`src/rtl/awc_pkg.sv`:
```
// Package for the autorange window check block.
// Holds the register map, the status codes and the configuration struct.
// No dependencies.
package awc_pkg;

   localparam int unsigned SAMPLE_W = 16;
   localparam int unsigned LEVEL_W = 15;
   localparam int unsigned SPAN_W = 16;
   localparam int unsigned LIMIT_W = 10;
   localparam int unsigned COOLDOWN_W = 16;
   localparam int unsigned COUNT_W = 10;
   localparam int unsigned CSR_INDEX_W = 2;
   localparam int unsigned CSR_DATA_W = 16;

   typedef enum logic [CSR_INDEX_W-1:0] {
      REG_OVER_LEVEL = 2'd0,
      REG_UNDER_SPAN = 2'd1,
      REG_OVER_COUNT_LIMIT = 2'd2,
      REG_COOLDOWN_PAGES = 2'd3
   } reg_index_type;

   typedef enum logic [1:0] {
      STATUS_NORMAL = 2'd0,
      STATUS_OVER = 2'd1,
      STATUS_UNDER = 2'd2
   } range_status_type;

   localparam logic [LEVEL_W-1:0] OVER_LEVEL_RESET = 15'd1843;
   localparam logic [SPAN_W-1:0] UNDER_SPAN_RESET = 16'd614;
   localparam logic [LIMIT_W-1:0] OVER_COUNT_LIMIT_RESET = 10'd11;
   localparam logic [COOLDOWN_W-1:0] COOLDOWN_PAGES_RESET = 16'd10;

   typedef struct packed {
      logic [LEVEL_W-1:0] over_level;
      logic [SPAN_W-1:0] under_span;
      logic [LIMIT_W-1:0] over_count_limit;
      logic [COOLDOWN_W-1:0] cooldown_pages;
   } cfg_type;

endpackage

```
`src/rtl/awc_page_track.sv`:
```
// Page state of the autorange window check: overrange count, minimum,
// maximum, page start flag and report cooldown, plus the page decision.
// Depends on awc_pkg.
module awc_page_track (
   input  logic clock,
   input  logic reset,
   input  logic step,
   input  logic signed [awc_pkg::SAMPLE_W-1:0] sample,
   input  logic last,
   input  awc_pkg::cfg_type cfg,
   output awc_pkg::range_status_type status
);

   logic [awc_pkg::COUNT_W-1:0] over_count_ff, over_count_in;
   logic signed [awc_pkg::SAMPLE_W-1:0] page_min_ff, page_min_in;
   logic signed [awc_pkg::SAMPLE_W-1:0] page_max_ff, page_max_in;
   logic page_start_ff, page_start_in;
   logic [awc_pkg::COOLDOWN_W-1:0] cooldown_ff, cooldown_in;

   logic signed [awc_pkg::SAMPLE_W:0] sample_ext;
   logic signed [awc_pkg::SAMPLE_W:0] level_pos;
   logic signed [awc_pkg::SAMPLE_W:0] level_neg;
   logic signed [awc_pkg::SAMPLE_W:0] span;
   logic outside;
   logic [awc_pkg::COUNT_W-1:0] count_base;
   logic signed [awc_pkg::SAMPLE_W-1:0] min_base;
   logic signed [awc_pkg::SAMPLE_W-1:0] max_base;
   logic [awc_pkg::COOLDOWN_W-1:0] cooldown_dec;
   logic report_over;
   logic report_under;

   always_comb begin
      sample_ext = {sample[awc_pkg::SAMPLE_W-1], sample};
      level_pos = signed'({2'b00, cfg.over_level});
      level_neg = -level_pos;
      outside = (sample_ext > level_pos) || (sample_ext < level_neg);

      count_base = page_start_ff ? '0 : over_count_ff;
      min_base = page_start_ff ? sample : page_min_ff;
      max_base = page_start_ff ? sample : page_max_ff;

      over_count_in = count_base;
      if (outside && (count_base != {awc_pkg::COUNT_W{1'b1}})) begin
         over_count_in = count_base + 1'b1;
      end
      page_max_in = (sample > max_base) ? sample : max_base;
      page_min_in = (sample < min_base) ? sample : min_base;

      span = {page_max_in[awc_pkg::SAMPLE_W-1], page_max_in}
           - {page_min_in[awc_pkg::SAMPLE_W-1], page_min_in};
      cooldown_dec = (cooldown_ff != '0) ? cooldown_ff - 1'b1 : cooldown_ff;

      report_over = (over_count_in > cfg.over_count_limit) && (cooldown_dec == '0);
      report_under = (unsigned'(span) < {1'b0, cfg.under_span})
                   && (cooldown_dec == '0);

      priority if (report_over) begin
         status = awc_pkg::STATUS_OVER;
      end else if (report_under) begin
         status = awc_pkg::STATUS_UNDER;
      end else begin
         status = awc_pkg::STATUS_NORMAL;
      end

      page_start_in = last;
      cooldown_in = cooldown_ff;
      if (last) begin
         cooldown_in = (report_over || report_under) ? cfg.cooldown_pages : cooldown_dec;
      end
   end

   always_ff @(posedge clock) begin
      if (reset) begin
         over_count_ff <= '0;
         page_min_ff <= '0;
         page_max_ff <= '0;
         page_start_ff <= 1'b1;
         cooldown_ff <= '0;
      end else if (step) begin
         over_count_ff <= over_count_in;
         page_min_ff <= page_min_in;
         page_max_ff <= page_max_in;
         page_start_ff <= page_start_in;
         cooldown_ff <= cooldown_in;
      end
   end

endmodule

```
`src/rtl/autorange_window_check.sv`:
```
// Top level of the autorange window check block.
// Holds the configuration registers, the input register and the result register.
// Depends on awc_pkg and awc_page_track.
//
// The req channel carries one signed current sample per beat, with req_last set
// on the final sample of a page. The rsp channel carries one beat per page, the
// range status of that page: normal, overrange or underrange.
// Each accepted sample is held in the input register until it advances, then goes
// through the page state update; on a last sample the status is loaded into the
// result register, which raises rsp_valid for the status beat of that page.
// One sample is taken per cycle when the rsp side is not stalling.
// When the receiver stalls while a status waits, samples that are not last
// still pass through; a last sample waits in the input register and req_stall
// rises once that register is occupied and cannot advance.
// Reset clears the valid flags of both pipeline registers, loads the register
// defaults and opens a new page with the cooldown at zero.
// The csr port writes a register at every edge with csr_write_enable high;
// writes are meant to happen only while the block is idle.
module autorange_window_check (
   input  logic clock,
   input  logic reset,
   input  logic req_valid,
   output logic req_stall,
   input  logic signed [awc_pkg::SAMPLE_W-1:0] req_sample,
   input  logic req_last,
   output logic rsp_valid,
   input  logic rsp_stall,
   output logic [1:0] rsp_range_status,
   input  logic csr_write_enable,
   input  logic [awc_pkg::CSR_INDEX_W-1:0] csr_index,
   input  logic [awc_pkg::CSR_DATA_W-1:0] csr_wdata
);

   awc_pkg::cfg_type cfg_ff;
   logic in_valid_ff;
   logic signed [awc_pkg::SAMPLE_W-1:0] in_sample_ff;
   logic in_last_ff;
   logic rsp_valid_ff;
   awc_pkg::range_status_type rsp_status_ff;
   awc_pkg::range_status_type status;
   logic advance;
   logic req_take;
   logic rsp_take;

   assign rsp_take = rsp_valid_ff && !rsp_stall;
   assign advance = in_valid_ff && (!in_last_ff || !rsp_valid_ff || !rsp_stall);
   assign req_stall = in_valid_ff && !advance;
   assign req_take = req_valid && !req_stall;

   awc_page_track u_page_track (
      .clock(clock),
      .reset(reset),
      .step(advance),
      .sample(in_sample_ff),
      .last(in_last_ff),
      .cfg(cfg_ff),
      .status(status)
   );

   always_ff @(posedge clock) begin
      if (reset) begin
         cfg_ff.over_level <= awc_pkg::OVER_LEVEL_RESET;
         cfg_ff.under_span <= awc_pkg::UNDER_SPAN_RESET;
         cfg_ff.over_count_limit <= awc_pkg::OVER_COUNT_LIMIT_RESET;
         cfg_ff.cooldown_pages <= awc_pkg::COOLDOWN_PAGES_RESET;
      end else if (csr_write_enable) begin
         unique case (awc_pkg::reg_index_type'(csr_index))
            awc_pkg::REG_OVER_LEVEL: begin
               cfg_ff.over_level <= csr_wdata[awc_pkg::LEVEL_W-1:0];
            end
            awc_pkg::REG_UNDER_SPAN: begin
               cfg_ff.under_span <= csr_wdata[awc_pkg::SPAN_W-1:0];
            end
            awc_pkg::REG_OVER_COUNT_LIMIT: begin
               cfg_ff.over_count_limit <= csr_wdata[awc_pkg::LIMIT_W-1:0];
            end
            awc_pkg::REG_COOLDOWN_PAGES: begin
               cfg_ff.cooldown_pages <= csr_wdata[awc_pkg::COOLDOWN_W-1:0];
            end
            default: begin
            end
         endcase
      end
   end

   always_ff @(posedge clock) begin
      if (reset) begin
         in_valid_ff <= 1'b0;
         rsp_valid_ff <= 1'b0;
      end else begin
         if (req_take) begin
            in_valid_ff <= 1'b1;
         end else if (advance) begin
            in_valid_ff <= 1'b0;
         end
         if (advance && in_last_ff) begin
            rsp_valid_ff <= 1'b1;
         end else if (rsp_take) begin
            rsp_valid_ff <= 1'b0;
         end
      end
   end

   always_ff @(posedge clock) begin
      if (req_take) begin
         in_sample_ff <= req_sample;
         in_last_ff <= req_last;
      end
      if (advance && in_last_ff) begin
         rsp_status_ff <= status;
      end
   end

   assign rsp_valid = rsp_valid_ff;
   assign rsp_range_status = rsp_status_ff;

endmodule

```
`config.mk`:
```
export PLATFORM = sky130hd
export DESIGN_NAME = autorange_window_check
export DESIGN_NICKNAME = d
export VERILOG_FILES = /design/src/rtl/awc_pkg.sv /design/src/rtl/awc_page_track.sv /design/src/rtl/autorange_window_check.sv
export SDC_FILE = /design/constraint.sdc
export NUM_CORES = 1
export LEC_CHECK = 0
export ABC_CLOCK_PERIOD_IN_PS = 11150
export BUFFER_PORTS_ARGS = -buffer_cell sky130_fd_sc_hd__buf_2
export CORE_ASPECT_RATIO = 0.8
export CORE_MARGIN = 1
export CORE_UTILIZATION = 50
export CTS_CLUSTER_DIAMETER = 200
export DETAILED_ROUTE_END_ITERATION = 6
export GPL_ROUTABILITY_DRIVEN = 0
export PLACE_DENSITY_LB_ADDON = 0.08
export RECOVER_POWER = 100
export SLEW_MARGIN = 0
export SYNTH_ARGS = -nofsm -noshare
export SYNTH_HDL_FRONTEND = slang
export SYNTH_SLANG_ARGS = --single-unit
```
`constraint.sdc`:
```
create_clock -name clock -period 11.15 [get_ports clock]
set_clock_uncertainty 0.2 [all_clocks]
set_input_delay 1.115 -clock clock [delete_from_list [all_inputs] [get_ports clock]]
set_output_delay 1.115 -clock clock [all_outputs]
set_load 0.02 [all_outputs]
```
# ---- Yosys cells after proc, flatten, opt, wreduce, memory -nomap -nowiden
# Cells that the tools add are included.
dict set report classes {
  eq_ne 4
  n_lt_le_gt_ge 6
  mux 13
  n_addsub 4
  n_reduce_logical 27
  n_div 0
  n_bitwise 0
  multipliers 0
  n_shift 0
}
# operator n
set op_table {}
lappend op_table {{16-bit two-way mux} 6}
lappend op_table {{16-bit > comparator} 2}
lappend op_table {{10-bit two-way mux} 2}
lappend op_table {{16-bit by 17-bit < comparator with 1-bit output} 1}
lappend op_table {{17-bit by 16-bit < comparator with 1-bit output} 1}
lappend op_table {{15-bit negation with 17-bit output} 1}
lappend op_table {{16-bit by 16-bit subtractor with 17-bit output} 1}
lappend op_table {{16-bit zero test} 1}
lappend op_table {{16-bit < comparator} 1}
lappend op_table {{16-bit nonzero test} 1}
lappend op_table {{16-bit by 1-bit subtractor with 16-bit output, second input constant} 1}
lappend op_table {{10-bit by 1-bit adder with 10-bit output, second input constant} 1}
lappend op_table {{10-bit > comparator} 1}
lappend op_table {{10-bit inequality test, second input constant} 1}
lappend op_table {{2-bit AND reduction} 5}
lappend op_table {{1-bit logical AND} 8}
lappend op_table {{1-bit zero test} 5}
lappend op_table {{2-bit equality test, second input constant} 2}
lappend op_table {{1-bit logical OR} 4}
lappend op_table {{1-bit two-way mux} 4}
lappend op_table {{2-bit nonzero test} 2}
lappend op_table {{2-bit by 1-bit equality test with 1-bit output, second input constant} 1}
lappend op_table {{2-bit zero test} 1}
lappend op_table {{2-bit two-way mux} 1}
dict set report totals {
  ram_bits 0
  latch_bits 0
  wordCells 68
  mem_count 0
  out_inout_bits 4
  reg_bits 137
  mem_bits_ro 0
}

# ---- Longest topological paths before layout
# Gate-level depths: netlist of the first run.
dict set report depth {
  depth_word 9
  depth_mapped 38
}

# ---- Cells and area by module
# A second synthesis of the first run with hierarchy kept.
dict set report hier_totals {
  hier_cells 1169
  hier_area_um2 9950.8
}
# mod area_per_inst_um2 cells_each instances
set modules_own_cells {}
lappend modules_own_cells {awc_page_track 6988.0 918 1}
lappend modules_own_cells {autorange_window_check 2962.8 251 1}

# ---- Worst setup path after synthesis of the first run
# OpenSTA, ideal clock, no wires.
dict set report synth_timing {
  kind {flip-flop to flip-flop}
  start {register u_page_track.page_start_ff}
  end {register u_page_track.cooldown_ff[0] (netlist name)}
  setup_time_ns 0.140
  n_path_buf 6
  path_slack_ns 3.713
  path_stages_with_launch 33
  arrival_ns 7.097
  cell_sequence {dfxtp_1 -> buf_2 -> buf_1 -> clkbuf_1 -> mux2i_1 -> ha_1 -> a21oi_1 -> nor3_1 -> or4_1 -> o32a_1 -> clkbuf_1 -> clkbuf_1 -> nand2_1 -> o21ai_0 -> fa_1 -> a21o_1 -> a21oi_1 -> o21ai_0 -> o31a_1 -> and3_1 -> o21a_1 -> o21a_1 -> nor2_1 -> xnor2_1 -> ha_1 -> or4_1 -> nor2_1 -> a211oi_1 -> o2111ai_1 -> a31o_1 -> buf_6 -> mux2i_1 -> o311ai_0}
}
dict set report synth_between {
  elab_chain_cells 8
  elab_cells_between_ends 18
}
# item line_no
set synth_rtl {}
lappend synth_rtl {{start: declaration} awc_page_track.sv:17} ;# logic page_start_ff, page_start_in;
lappend synth_rtl {{start signal: assignment} awc_page_track.sv:83} ;# page_start_ff <= page_start_in;
lappend synth_rtl {{16-bit two-way mux, or another cell as far along} awc_page_track.sv:40} ;# max_base = page_start_ff ? sample : page_max_ff;
lappend synth_rtl {{16-bit > comparator, or another cell as far along} awc_page_track.sv:46} ;# page_max_in = (sample > max_base) ? sample : max_base;
lappend synth_rtl {{16-bit two-way mux, or another cell as far along} awc_page_track.sv:46}
lappend synth_rtl {{16-bit by 16-bit subtractor with 17-bit output / 10-bit two-way mux (equally long branches)} {awc_page_track.sv:50, awc_page_track.sv:43}}
lappend synth_rtl {{17-bit by 16-bit < comparator with 1-bit output / 10-bit > comparator (equally long branches)} {awc_page_track.sv:54, awc_page_track.sv:53}}
lappend synth_rtl {{1-bit logical AND (on tied branches)} {awc_page_track.sv:55, awc_page_track.sv:53}}
lappend synth_rtl {{1-bit logical OR (*)} awc_page_track.sv:68} ;# cooldown_in = (report_over || report_under) ? cfg.cooldown_pages : cooldown_dec;
lappend synth_rtl {{16-bit two-way mux (*)} awc_page_track.sv:68}
lappend synth_rtl {{end signal: assignment} awc_page_track.sv:84} ;# cooldown_ff <= cooldown_in;
lappend synth_rtl {{end: declaration} awc_page_track.sv:18} ;# logic [awc_pkg::COOLDOWN_W-1:0] cooldown_ff, cooldown_in;
# Mark *: on every way between the ends. The rest lies on a longest branch, timed or not.
# A chain may end at the register's enable or synchronous reset.

# ---- Final worst setup path of the first run
# Ends and elaborated chain as after synthesis.

==> run_results.csv, run 1 <==
group,metric,value,unit
finish,multi_input_area,0.006138,sq mm
synthesis,synthXorXnorAreaFrac,3.289,%
clock_network,cts_resized,0,
clock_network,path_clk_slew,0.06,ns
worst_setup_path,cp-end-kind,"flip-flop",
synthesis,synth_async_sr_flop_share,0,%
floorplanning,fp.dieW,156.8,um
clock_network,clock_sinks,137,
floorplanning,initial_core_util,51.98,%
worst_setup_path,crit_arrival,9.28,ns
place,port_buffers,43,
clock_network,post_cts_buffers,0,
sta,timing.final.crit_share,83.36,%
job,max-cap-violations,3,
power_and_ir_drop,ir_worst_vdd,0.0001008,V
power_and_ir_drop,power_density,172.2,mW/mm^2
synthesis,ys_types,74,
grt,globalRouteTotalUtil,28.21,%
synthesis,synth_area_per_cell,7.877,sq um
power_and_ir_drop,swShare,38.19,%
sta,hold_ws,0.2536,ns
sta,max_freq,0.1076,GHz
clock_network,ctsHoldBuffers,0,
grt,grt_overflow,0,
sta,slew_viol_final,149,
synthesis,synth_compound_area_share,21.21,%
detailed_routing,drtAntennaViolNets,0,
synthesis,synth_top_area_share,24.64,%
finish,area_growth,8.875,%
sta,finalSetupViolCount,0,
detailed_routing,drc,0,
clock_network,numCtsBuffers,17,
synthesis,synth_top_family_by_area,"simple AND/OR/NAND/NOR gates",
synthesis,yosysSeqAreaShare,30.59,%
floorplanning,boundaryPins,44,
detailed_routing,dr_total_vias,8800,
power_and_ir_drop,pwr-share-clk,30.8,%
power_and_ir_drop,seqPwrFrac,32.0,%
sta,rsz0062_at_grt,"false",
floorplanning,fp-row-count,44,
clock_network,htree_levels,4,
grt,antenna_found_initial,0,
sta,tightest_slew,2.823,ns
worst_setup_path,cp_max_fo,19,
worst_setup_path,rrSetupSlack,1.86,ns
status,violations,"max-capacitance violations, max-slew violations",
detailed_routing,first_pass_iters,5,
synthesis,yosys_warnings,0,
detailed_routing,drt-wirelength-per-cell,18.01,um
synthesis,synth_adder_area_share,14.04,%
min_path,hp-class,"flip-flop to flip-flop",
clock_network,clock_latency,0.44,ns
sta,min_period,9.294,ns
sta,hold_viol_final,0,
finish,layout.nets,1371,
finish,nFillCells,1762,
floorplanning,core,0.01844,sq mm
grt,grt_pass1_vias,7786,
floorplanning,dieHeight,125.9,um
worst_setup_path,crit_family,"compound AO/OA/AOI/OAI gates",
synthesis,yosysTopAreaCell,"dfxtp_1",
power_and_ir_drop,total_leakage_power,0.004312,uW
worst_setup_path,timing.setup.critical_path_class,"flip-flop to flip-flop",
clock_network,clockBufferDepth,2,
power_and_ir_drop,p_sw,686.4,uW
worst_setup_path,cpMaxStageDelayCell,"a21boi_0",
synthesis,synth_ff_type,"dfxtp_1",
worst_setup_path,worst-path-buf-inv,2,
synthesis,syn_inst,1217,
finish,n_antenna_cell,0,
detailed_routing,viasPerCell,5.906,
worst_setup_path,max_stage_delay,0.98,ns
synthesis,yosys-top-cells-area,"dfxtp_1, ha_1, nand2_1",
grt,grt_pass1_wl,42400,um
status,status,"complete, but fails checks",
detailed_routing,drt-initial-drc-count,718,
clock_network,cts_root_buf,"clkbuf_16",
clock_network,cts_tree,"done",
worst_setup_path,start_kind,"flip-flop",
worst_setup_path,required,11.14,ns
finish,drive_above_1_share,7.437,%
grt,grt_max_degree,65,
power_and_ir_drop,power_frac_comb,37.2,%
synthesis,ys_ff_latch,137,
sta,fin_tns_setup,0,ns
synthesis,synthMuxAreaShare,3.263,%
synthesis,syn_nets,1364,
floorplanning,die_area,0.01973,sq mm
synthesis,synth_edf_count,19,
place,hpwlAfterDp,19690,um
sta,max_slew_margin,-88.18,%
synthesis,syn-cell-area,0.009587,sq mm
power_and_ir_drop,power.internal,1111,uW
detailed_routing,routed_wl,26840,um
synthesis,yosys.area_share.simple,22.32,%
finish,ff_latch_area,0.002933,sq mm
[tightest hold or removal path, stage by stage (launching register included)]
cell and delay (ns):
dfxtp_1 0.31, nand2_1 0.05, a21oi_1 0.05
[layer usage]
layer	global-route usage (%)	up-vias	part of all wire, %
met5	0	-	0
met4	8.824	0	2.1
met3	5.368	32	7.4
met2	40.76	281	42
met1	41.84	4092	49
li1	-	4395	-
[cells in the final DEF, fill, tap and decap left out, types with 11 or more instances in the layout]
cell,netlist,layout
nand2_1,197,196
a21oi_1,133,133
dfxtp_1,118,118
ha_1,106,106
nor2_1,92,92
inv_1,60,60
o21ai_0,54,54
buf_2,3,37
nand3_1,33,33
nor3_1,32,32
mux2i_1,29,29
xnor2_1,29,29
o21a_1,21,21
nand4_1,19,19
edfxtp_1,19,19
o211ai_1,17,17
clkbuf_16,0,17
a21o_1,16,16
and3_1,12,12
a31oi_1,12,12
nor2b_1,11,11
or3_1,11,11
[registers in the layout, summed over array words and instances (netlist names)]
register and count:
cfg_ff 57, in_last_ff 1, in_sample_ff 16, in_valid_ff 1, rsp_range_status 2, rsp_valid 1
u_page_track.cooldown_ff 16, u_page_track.over_count_ff 10, u_page_track.page_max_ff 16, u_page_track.page_min_ff 16, u_page_track.page_start_ff 1
[metrics by stage]
stage          util [%]  instance area, sq um  std cells  setup slack, ns  total power, uW
6_report          56.59                 10440       1490            1.856             1797
5_1_grt           56.59                 10440       1490            1.078             1920
4_1_cts           56.79                 10470       1490            2.887             1801
3_5_place_dp      53.73                  9910       1458            2.929             1245
3_3_place_gp      53.73                  9910       1458            2.968             1242
2_1_floorplan         -                  9587       1217            3.713             1103
[Yosys cell counts (all sizes together), types with 8 or more instances]
cell	n
a211oi	10
a21o	16
a21oi	133
a31oi	12
and3	12
buf	17
clkbuf	46
dfxtp	118
edfxtp	19
ha	106
inv	60
mux2i	29
nand2	197
nand2b	8
nand3	33
nand4	19
nor2	92
nor2b	11
nor3	32
nor4	11
o211ai	17
o21a	21
o21ai	55
o311ai	9
o31ai	8
or3	11
xnor2	29
[cell families (layout without fill, tap and decap cells)]
logic type / Yosys count / in the layout
adders and majority gates: 107 / 107
buffers and inverters: 124 / 144
AOI/OAI and AO/OA: 322 / 322
and+or+nand+nor: 460 / 460
DFF: 137 / 137
xor gates and xnor gates: 36 / 36
muxes: 31 / 31
[layout make-up]
cell class	instances	area share (%)
sequential	137	28.10
tap	253	3.033
timing repair buffer	51	2.457
clock buffer	18	4.208
multi-input combinational	956	58.81
inverter	61	2.194
clock inverter	14	1.199
[power by group through the flow]
stage,registers [uW],logic [uW],clock network [uW]
global route,579,757,585
finish,575,669,553
CTS,573,667,560
global placement,584,658,0
detailed placement,584,661,0
floorplan,565,538,0
[path summary, 6_finish.rpt]
kind | startpoint | to | cells past startpoint
worst max-delay path | u_page_track.page_start_ff$_SDFFE_PP1P_ | u_page_track.cooldown_ff[0]$_SDFFE_PP0P_ | 31
worst max register to register | u_page_track.page_start_ff$_SDFFE_PP1P_ | u_page_track.cooldown_ff[0]$_SDFFE_PP0P_ | 31
worst min register to register | u_page_track.page_max_ff[8]$_SDFFE_PP0P_ | u_page_track.page_max_ff[8]$_SDFFE_PP0P_ | 2
worst min-delay path | u_page_track.page_max_ff[8]$_SDFFE_PP0P_ | u_page_track.page_max_ff[8]$_SDFFE_PP0P_ | 2
Power figures use the tool's default switching activity.
==> run 2, diff against run 1 <==
--- a/config.mk
+++ b/config.mk
@@ -5,7 +5,7 @@
 export SDC_FILE = /design/constraint.sdc
 export NUM_CORES = 1
 export LEC_CHECK = 0
-export ABC_CLOCK_PERIOD_IN_PS = 11150
+export ABC_CLOCK_PERIOD_IN_PS = 9200
 export BUFFER_PORTS_ARGS = -buffer_cell sky130_fd_sc_hd__buf_2
 export CORE_ASPECT_RATIO = 0.8
 export CORE_MARGIN = 1
==> constraint.sdc (replaced) <==
create_clock -name clock -period 9.2 [get_ports clock]
set_clock_uncertainty 0.2 [all_clocks]
set_input_delay 0.92 -clock clock [delete_from_list [all_inputs] [get_ports clock]]
set_output_delay 0.92 -clock clock [all_outputs]
set_load 0.02 [all_outputs]
==> run_results.csv, run 2 (same netlist as run 1, synthesis figures left out) <==
group,metric,value,unit
status,status,"complete, but fails checks",
status,violations,"max-capacitance violations, max-slew violations",
finish,area_growth,9.149,%
floorplanning,dieHeight,125.9,um
sta,rsz0062_at_grt,"false",
power_and_ir_drop,power.internal,1357,uW
power_and_ir_drop,swShare,37.87,%
clock_network,htree_levels,4,
place,hpwlAfterDp,19800,um
detailed_routing,drtAntennaViolNets,0,
detailed_routing,dr_total_vias,8800,
sta,fin_tns_setup,0,ns
sta,tightest_slew,2.444,ns
grt,globalRouteTotalUtil,28.29,%
floorplanning,fp.dieW,156.8,um
worst_setup_path,max_stage_delay,0.64,ns
power_and_ir_drop,seqPwrFrac,31.8,%
sta,min_period,8.348,ns
floorplanning,core,0.01844,sq mm
sta,hold_viol_final,0,
clock_network,cts_root_buf,"clkbuf_16",
worst_setup_path,path_depth,29,
power_and_ir_drop,pwr-share-clk,30.4,%
clock_network,ctsHoldBuffers,0,
worst_setup_path,timing.setup.critical_path_class,"flip-flop to flip-flop",
power_and_ir_drop,ir_worst_vdd,0.0001328,V
finish,multi_input_area,0.006138,sq mm
worst_setup_path,cp-end-kind,"flip-flop",
min_path,hold_depth,2,
sta,timing.final.crit_share,90.74,%
worst_setup_path,r2r_cells,29,
clock_network,cts_tree,"done",
clock_network,clock_sinks,137,
sta,finalSetupViolCount,0,
finish,layout.nets,1374,
finish,drive_above_1_share,7.667,%
place,placed_cell_area,0.009932,sq mm
clock_network,path_clk_slew,0.07,ns
detailed_routing,drc,0,
finish,ff_latch_area,0.002934,sq mm
finish,n_antenna_cell,0,
worst_setup_path,start_kind,"flip-flop",
place,port_buffers,43,
floorplanning,initial_core_util,51.98,%
clock_network,cts_resized,0,
power_and_ir_drop,power_density,208.8,mW/mm^2
worst_setup_path,crit_family,"compound AO/OA/AOI/OAI gates",
floorplanning,fp-row-count,44,
worst_setup_path,cp_max_fo,18,
floorplanning,boundaryPins,44,
min_path,hp-class,"flip-flop to flip-flop",
grt,grt_max_degree,65,
sta,max_freq,0.1198,GHz
worst_setup_path,crit_arrival,8.35,ns
worst_setup_path,cpMaxStageDelayCell,"a31o_1",
grt,grt_pass1_wl,42760,um
clock_network,numCtsBuffers,17,
power_and_ir_drop,p_sw,827.3,uW
finish,nFillCells,1751,
worst_setup_path,worst-path-buf-inv,2,
grt,grt_overflow,0,
sta,max_slew_margin,-62.94,%
detailed_routing,routed_wl,26670,um
power_and_ir_drop,total_leakage_power,0.004322,uW
job,max-cap-violations,4,
floorplanning,die_area,0.01973,sq mm
worst_setup_path,required,9.21,ns
finish,largest_reg_flops,57,
clock_network,clock_latency,0.43,ns
detailed_routing,viasPerCell,5.898,
sta,slew_viol_final,171,
finish,largest-register,"cfg_ff",
clock_network,clockBufferDepth,2,
finish,mostFrequentLayoutCells,"nand2_1, a21oi_1, dfxtp_1",
finish,layout_commonest_cell,"nand2_1",
grt,grt_pass1_vias,7880,
grt,antenna_found_initial,0,
clock_network,post_cts_buffers,0,
finish,stdcell_area,0.01046,sq mm
power_and_ir_drop,power_frac_comb,37.7,%
detailed_routing,drt-wirelength-per-cell,17.88,um
detailed_routing,drt-initial-drc-count,907,
detailed_routing,first_pass_iters,6,
==> run 2: layer usage <==
| layer | up-vias | wire length (um) | track usage, % |
|---|---|---|---|
| li1 | 4402 | - | - |
| met1 | 4101 | 13210 | 42.36 |
| met2 | 266 | 11230 | 40.99 |
| met3 | 31 | 1798 | 5.058 |
| met4 | 0 | 433 | 8.016 |
| met5 | - | 0 | 0 |
==> run 2: per-stage QoR <==
step / total power, uW / utilization, % / setup WS, ns / cells / hold WS [ns]
6_report: 2185 / 56.74 / 0.8521 / 1492 / 0.2541
5_1_grt: 2335 / 56.74 / 0.2651 / 1492 / 0.2727
3_5_place_dp: 1521 / 53.85 / 1.130 / 1461 / 0.2440
3_3_place_gp: 1515 / 53.85 / 1.199 / 1461 / 0.2403
2_1_floorplan: 1337 / - / 1.763 / 1217 / 0.2319
4_1_cts: 2193 / 56.93 / 1.100 / 1492 / 0.2532
==> run 2: power groups by stage <==
stage	clock, uW	sequential (uW)	combinational (uW)
final	665	695	824
after global placement	0	707	808
after detailed placement	0	707	814
after floorplan	0	684	653
after global routing	699	701	936
after CTS	676	694	823
==> run 2: cell type report <==
type / instances / area share (%)
Tap cell: 253 / 3.025
Clock buffer: 19 / 4.436
Multi-Input combinational cell: 956 / 58.66
Clock inverter: 12 / 0.9805
Sequential cell: 137 / 28.04
Inverter: 61 / 2.188
Timing Repair Buffer: 54 / 2.667
==> run 2: worst reg2reg max path, delay by kind of cell (launching register included) <==
kind                     cells  cell delay (ns)
AO/OA/AOI/OAI               15             3.93
XOR/XNOR                     1             0.08
adder cells (fa/ha/maj)      4             1.08
buffers and inverters        2             0.44
flip-flops                   1             0.56
multiplexers                 2             0.57
AND/OR/NAND/NOR              5             1.27
==> run 2: worst paths after layout <==
path,slack (ns),endpoint,start
setup reg to reg,0.85,u_page_track.cooldown_ff[0]$_SDFFE_PP0P_,u_page_track.page_start_ff$_SDFFE_PP1P_
hold reg to reg,0.25,cfg_ff[0]$_SDFFE_PP0P_,cfg_ff[0]$_SDFFE_PP0P_
hold / removal,0.25,cfg_ff[0]$_SDFFE_PP0P_,cfg_ff[0]$_SDFFE_PP0P_
setup / recovery,0.85,u_page_track.cooldown_ff[0]$_SDFFE_PP0P_,u_page_track.page_start_ff$_SDFFE_PP1P_
==> run 3, diff against run 2 <==
--- a/config.mk
+++ b/config.mk
@@ -8,8 +8,8 @@
 export ABC_CLOCK_PERIOD_IN_PS = 9200
 export BUFFER_PORTS_ARGS = -buffer_cell sky130_fd_sc_hd__buf_2
 export CORE_ASPECT_RATIO = 0.8
-export CORE_MARGIN = 1
 export CORE_UTILIZATION = 50
+export CTS_BUF_LIST = sky130_fd_sc_hd__clkbuf_16
 export CTS_CLUSTER_DIAMETER = 200
 export DETAILED_ROUTE_END_ITERATION = 6
 export GPL_ROUTABILITY_DRIVEN = 0
==> run_results.csv, run 3 (same netlist as run 1, synthesis figures left out) <==
group,metric,value,unit
place,port_buffers,43,
clock_network,htree_levels,4,
detailed_routing,dr_total_vias,8795,
worst_setup_path,cp-end-kind,"flip-flop",
min_path,min_from,"cfg_ff[0]$_SDFFE_PP0P_",
power_and_ir_drop,power_frac_comb,37.9,%
finish,drive_above_1_share,7.667,%
floorplanning,initial_core_util,51.98,%
clock_network,cts_tree,"done",
floorplanning,fp-row-count,44,
finish,final_cells,1492,
finish,area_growth,9.045,%
worst_setup_path,crit_arrival,8.32,ns
finish,n_antenna_cell,0,
sta,slew_viol_final,149,
clock_network,clock_sinks,137,
detailed_routing,viasPerCell,5.895,
power_and_ir_drop,swShare,38.01,%
sta,max_freq,0.1204,GHz
clock_network,clock_latency,0.43,ns
status,violations,"max-capacitance violations, max-slew violations",
clock_network,path_clk_slew,0.07,ns
finish,largest_reg_flops,57,
sta,fin_tns_setup,0,ns
place,hpwlAfterDp,19800,um
power_and_ir_drop,power_density,208.2,mW/mm^2
detailed_routing,routed_wl,26700,um
floorplanning,fp.dieW,156.8,um
sta,finalSetupViolCount,0,
grt,antenna_found_initial,0,
clock_network,ctsHoldBuffers,0,
min_path,hp-class,"flip-flop to flip-flop",
worst_setup_path,timing.setup.critical_path_class,"flip-flop to flip-flop",
floorplanning,boundaryPins,44,
place,place_inst,1461,
sta,max_slew_margin,-61.50,%
sta,rsz0062_at_grt,"false",
min_path,hold_end,"cfg_ff[0]$_SDFFE_PP0P_",
clock_network,cts_resized,0,
worst_setup_path,cp_max_fo,18,
worst_setup_path,worst-path-buf-inv,2,
grt,globalRouteTotalUtil,28.24,%
sta,hold_viol_final,0,
sta,tightest_slew,2.423,ns
sta,timing.final.crit_share,90.31,%
detailed_routing,drtAntennaViolNets,0,
worst_setup_path,cpMaxStageDelayCell,"a31o_1",
grt,grt_overflow,0,
detailed_routing,drt-initial-drc-count,837,
power_and_ir_drop,ir_worst_vdd,0.0001336,V
power_and_ir_drop,pwr-share-clk,30.2,%
worst_setup_path,rrSetupSlack,0.89,ns
finish,largest-register,"cfg_ff",
job,max-cap-violations,4,
worst_setup_path,max_stage_delay,0.62,ns
grt,grt_pass1_wl,42740,um
worst_setup_path,crit_family,"compound AO/OA/AOI/OAI gates",
power_and_ir_drop,seqPwrFrac,32.0,%
floorplanning,dieHeight,125.9,um
clock_network,clockBufferDepth,2,
detailed_routing,first_pass_iters,5,
power_and_ir_drop,p_sw,827.3,uW
min_path,hold_depth,2,
finish,mostFrequentLayoutCells,"nand2_1, a21oi_1, dfxtp_1",
power_and_ir_drop,total_leakage_power,0.004319,uW
grt,grt_max_degree,65,
clock_network,numCtsBuffers,17,
power_and_ir_drop,power.internal,1349,uW
detailed_routing,drc,0,
worst_setup_path,r2r_end,"u_page_track.cooldown_ff[0]$_SDFFE_PP0P_",
worst_setup_path,start_kind,"flip-flop",
sta,min_period,8.309,ns
worst_setup_path,r2r_cells,30,
finish,nFillCells,1751,
floorplanning,die_area,0.01973,sq mm
status,status,"complete, but fails checks",
finish,layout.nets,1374,
clock_network,post_cts_buffers,0,
worst_setup_path,required,9.21,ns
floorplanning,core,0.01844,sq mm
detailed_routing,drt-wirelength-per-cell,17.89,um
finish,layout_commonest_cell,"nand2_1",
worst_setup_path,reg2reg_from,"u_page_track.page_start_ff$_SDFFE_PP1P_",
grt,grt_pass1_vias,7884,
clock_network,cts_root_buf,"clkbuf_16",
## run 3: how the worst max path moves through the flow
stage | from | end | slack, ns | depth (start not counted)
after global routing | u_page_track.page_start_ff$_SDFFE_PP1P_ | u_page_track.cooldown_ff[0]$_SDFFE_PP0P_ | 0.27 | 31
after CTS | u_page_track.page_start_ff$_SDFFE_PP1P_ | u_page_track.cooldown_ff[7]$_SDFFE_PP0P_ | 1.10 | 29
final | u_page_track.page_start_ff$_SDFFE_PP1P_ | u_page_track.cooldown_ff[0]$_SDFFE_PP0P_ | 0.89 | 30
after global placement | u_page_track.page_start_ff$_SDFFE_PP1P_ | u_page_track.cooldown_ff[0]$_SDFFE_PP0P_ | 1.20 | 29
after detailed placement | u_page_track.page_start_ff$_SDFFE_PP1P_ | u_page_track.cooldown_ff[0]$_SDFFE_PP0P_ | 1.13 | 30
after floorplan | u_page_track.page_start_ff$_SDFFE_PP1P_ | u_page_track.cooldown_ff[0]$_SDFFE_PP0P_ | 1.76 | 32
## run 3: area by class of cell
type	instances	area, sq um	area share, %
Clock inverter	13	106.4	1.017
Inverter	61	229.0	2.190
Timing Repair Buffer	54	279.0	2.669
Clock buffer	18	450.4	4.309
Multi-Input combinational cell	956	6138	58.72
Tap cell	253	316.6	3.028
Sequential cell	137	2934	28.07
## run 3: power groups by stage
stage          combinational (uW)  sequential, uW  clock (uW)
3_5_place_dp                  814             707           0
6_report                      824             696         656
3_3_place_gp                  808             707           0
4_1_cts                       823             694         668
2_1_floorplan                 653             684           0
5_1_grt                       936             701         689
## run 3: per-stage QoR
step                power [uW]  instance area, sq um  setup slack, ns  hold slack (ns)  utilization, %
floorplan                 1337                  9587            1.763           0.2319               -
global placement          1515                  9932            1.199           0.2403           53.85
detailed placement        1521                  9932            1.130           0.2440           53.85
CTS                       2184                 10490            1.100           0.2532           56.87
global route              2326                 10450           0.2658           0.2727           56.68
finish                    2176                 10450           0.8914           0.2542           56.68
## run 3: metal layers
layer  up-vias  part of all wire (%)  GRT usage, %
li1       4401                     -             -
met1      4101                    50         42.42
met2       266                    42         41.18
met3        27                   5.9         4.680
met4         0                   1.3         7.612
met5         -                     0             0
## run 3: worst min-delay path, delay by kind of cell (launching register included)
| family | cells | cell delay, ns |
|---|---|---|
| flops | 1 | 0.31 |
| compound gates | 1 | 0.05 |
| simple gates | 1 | 0.05 |
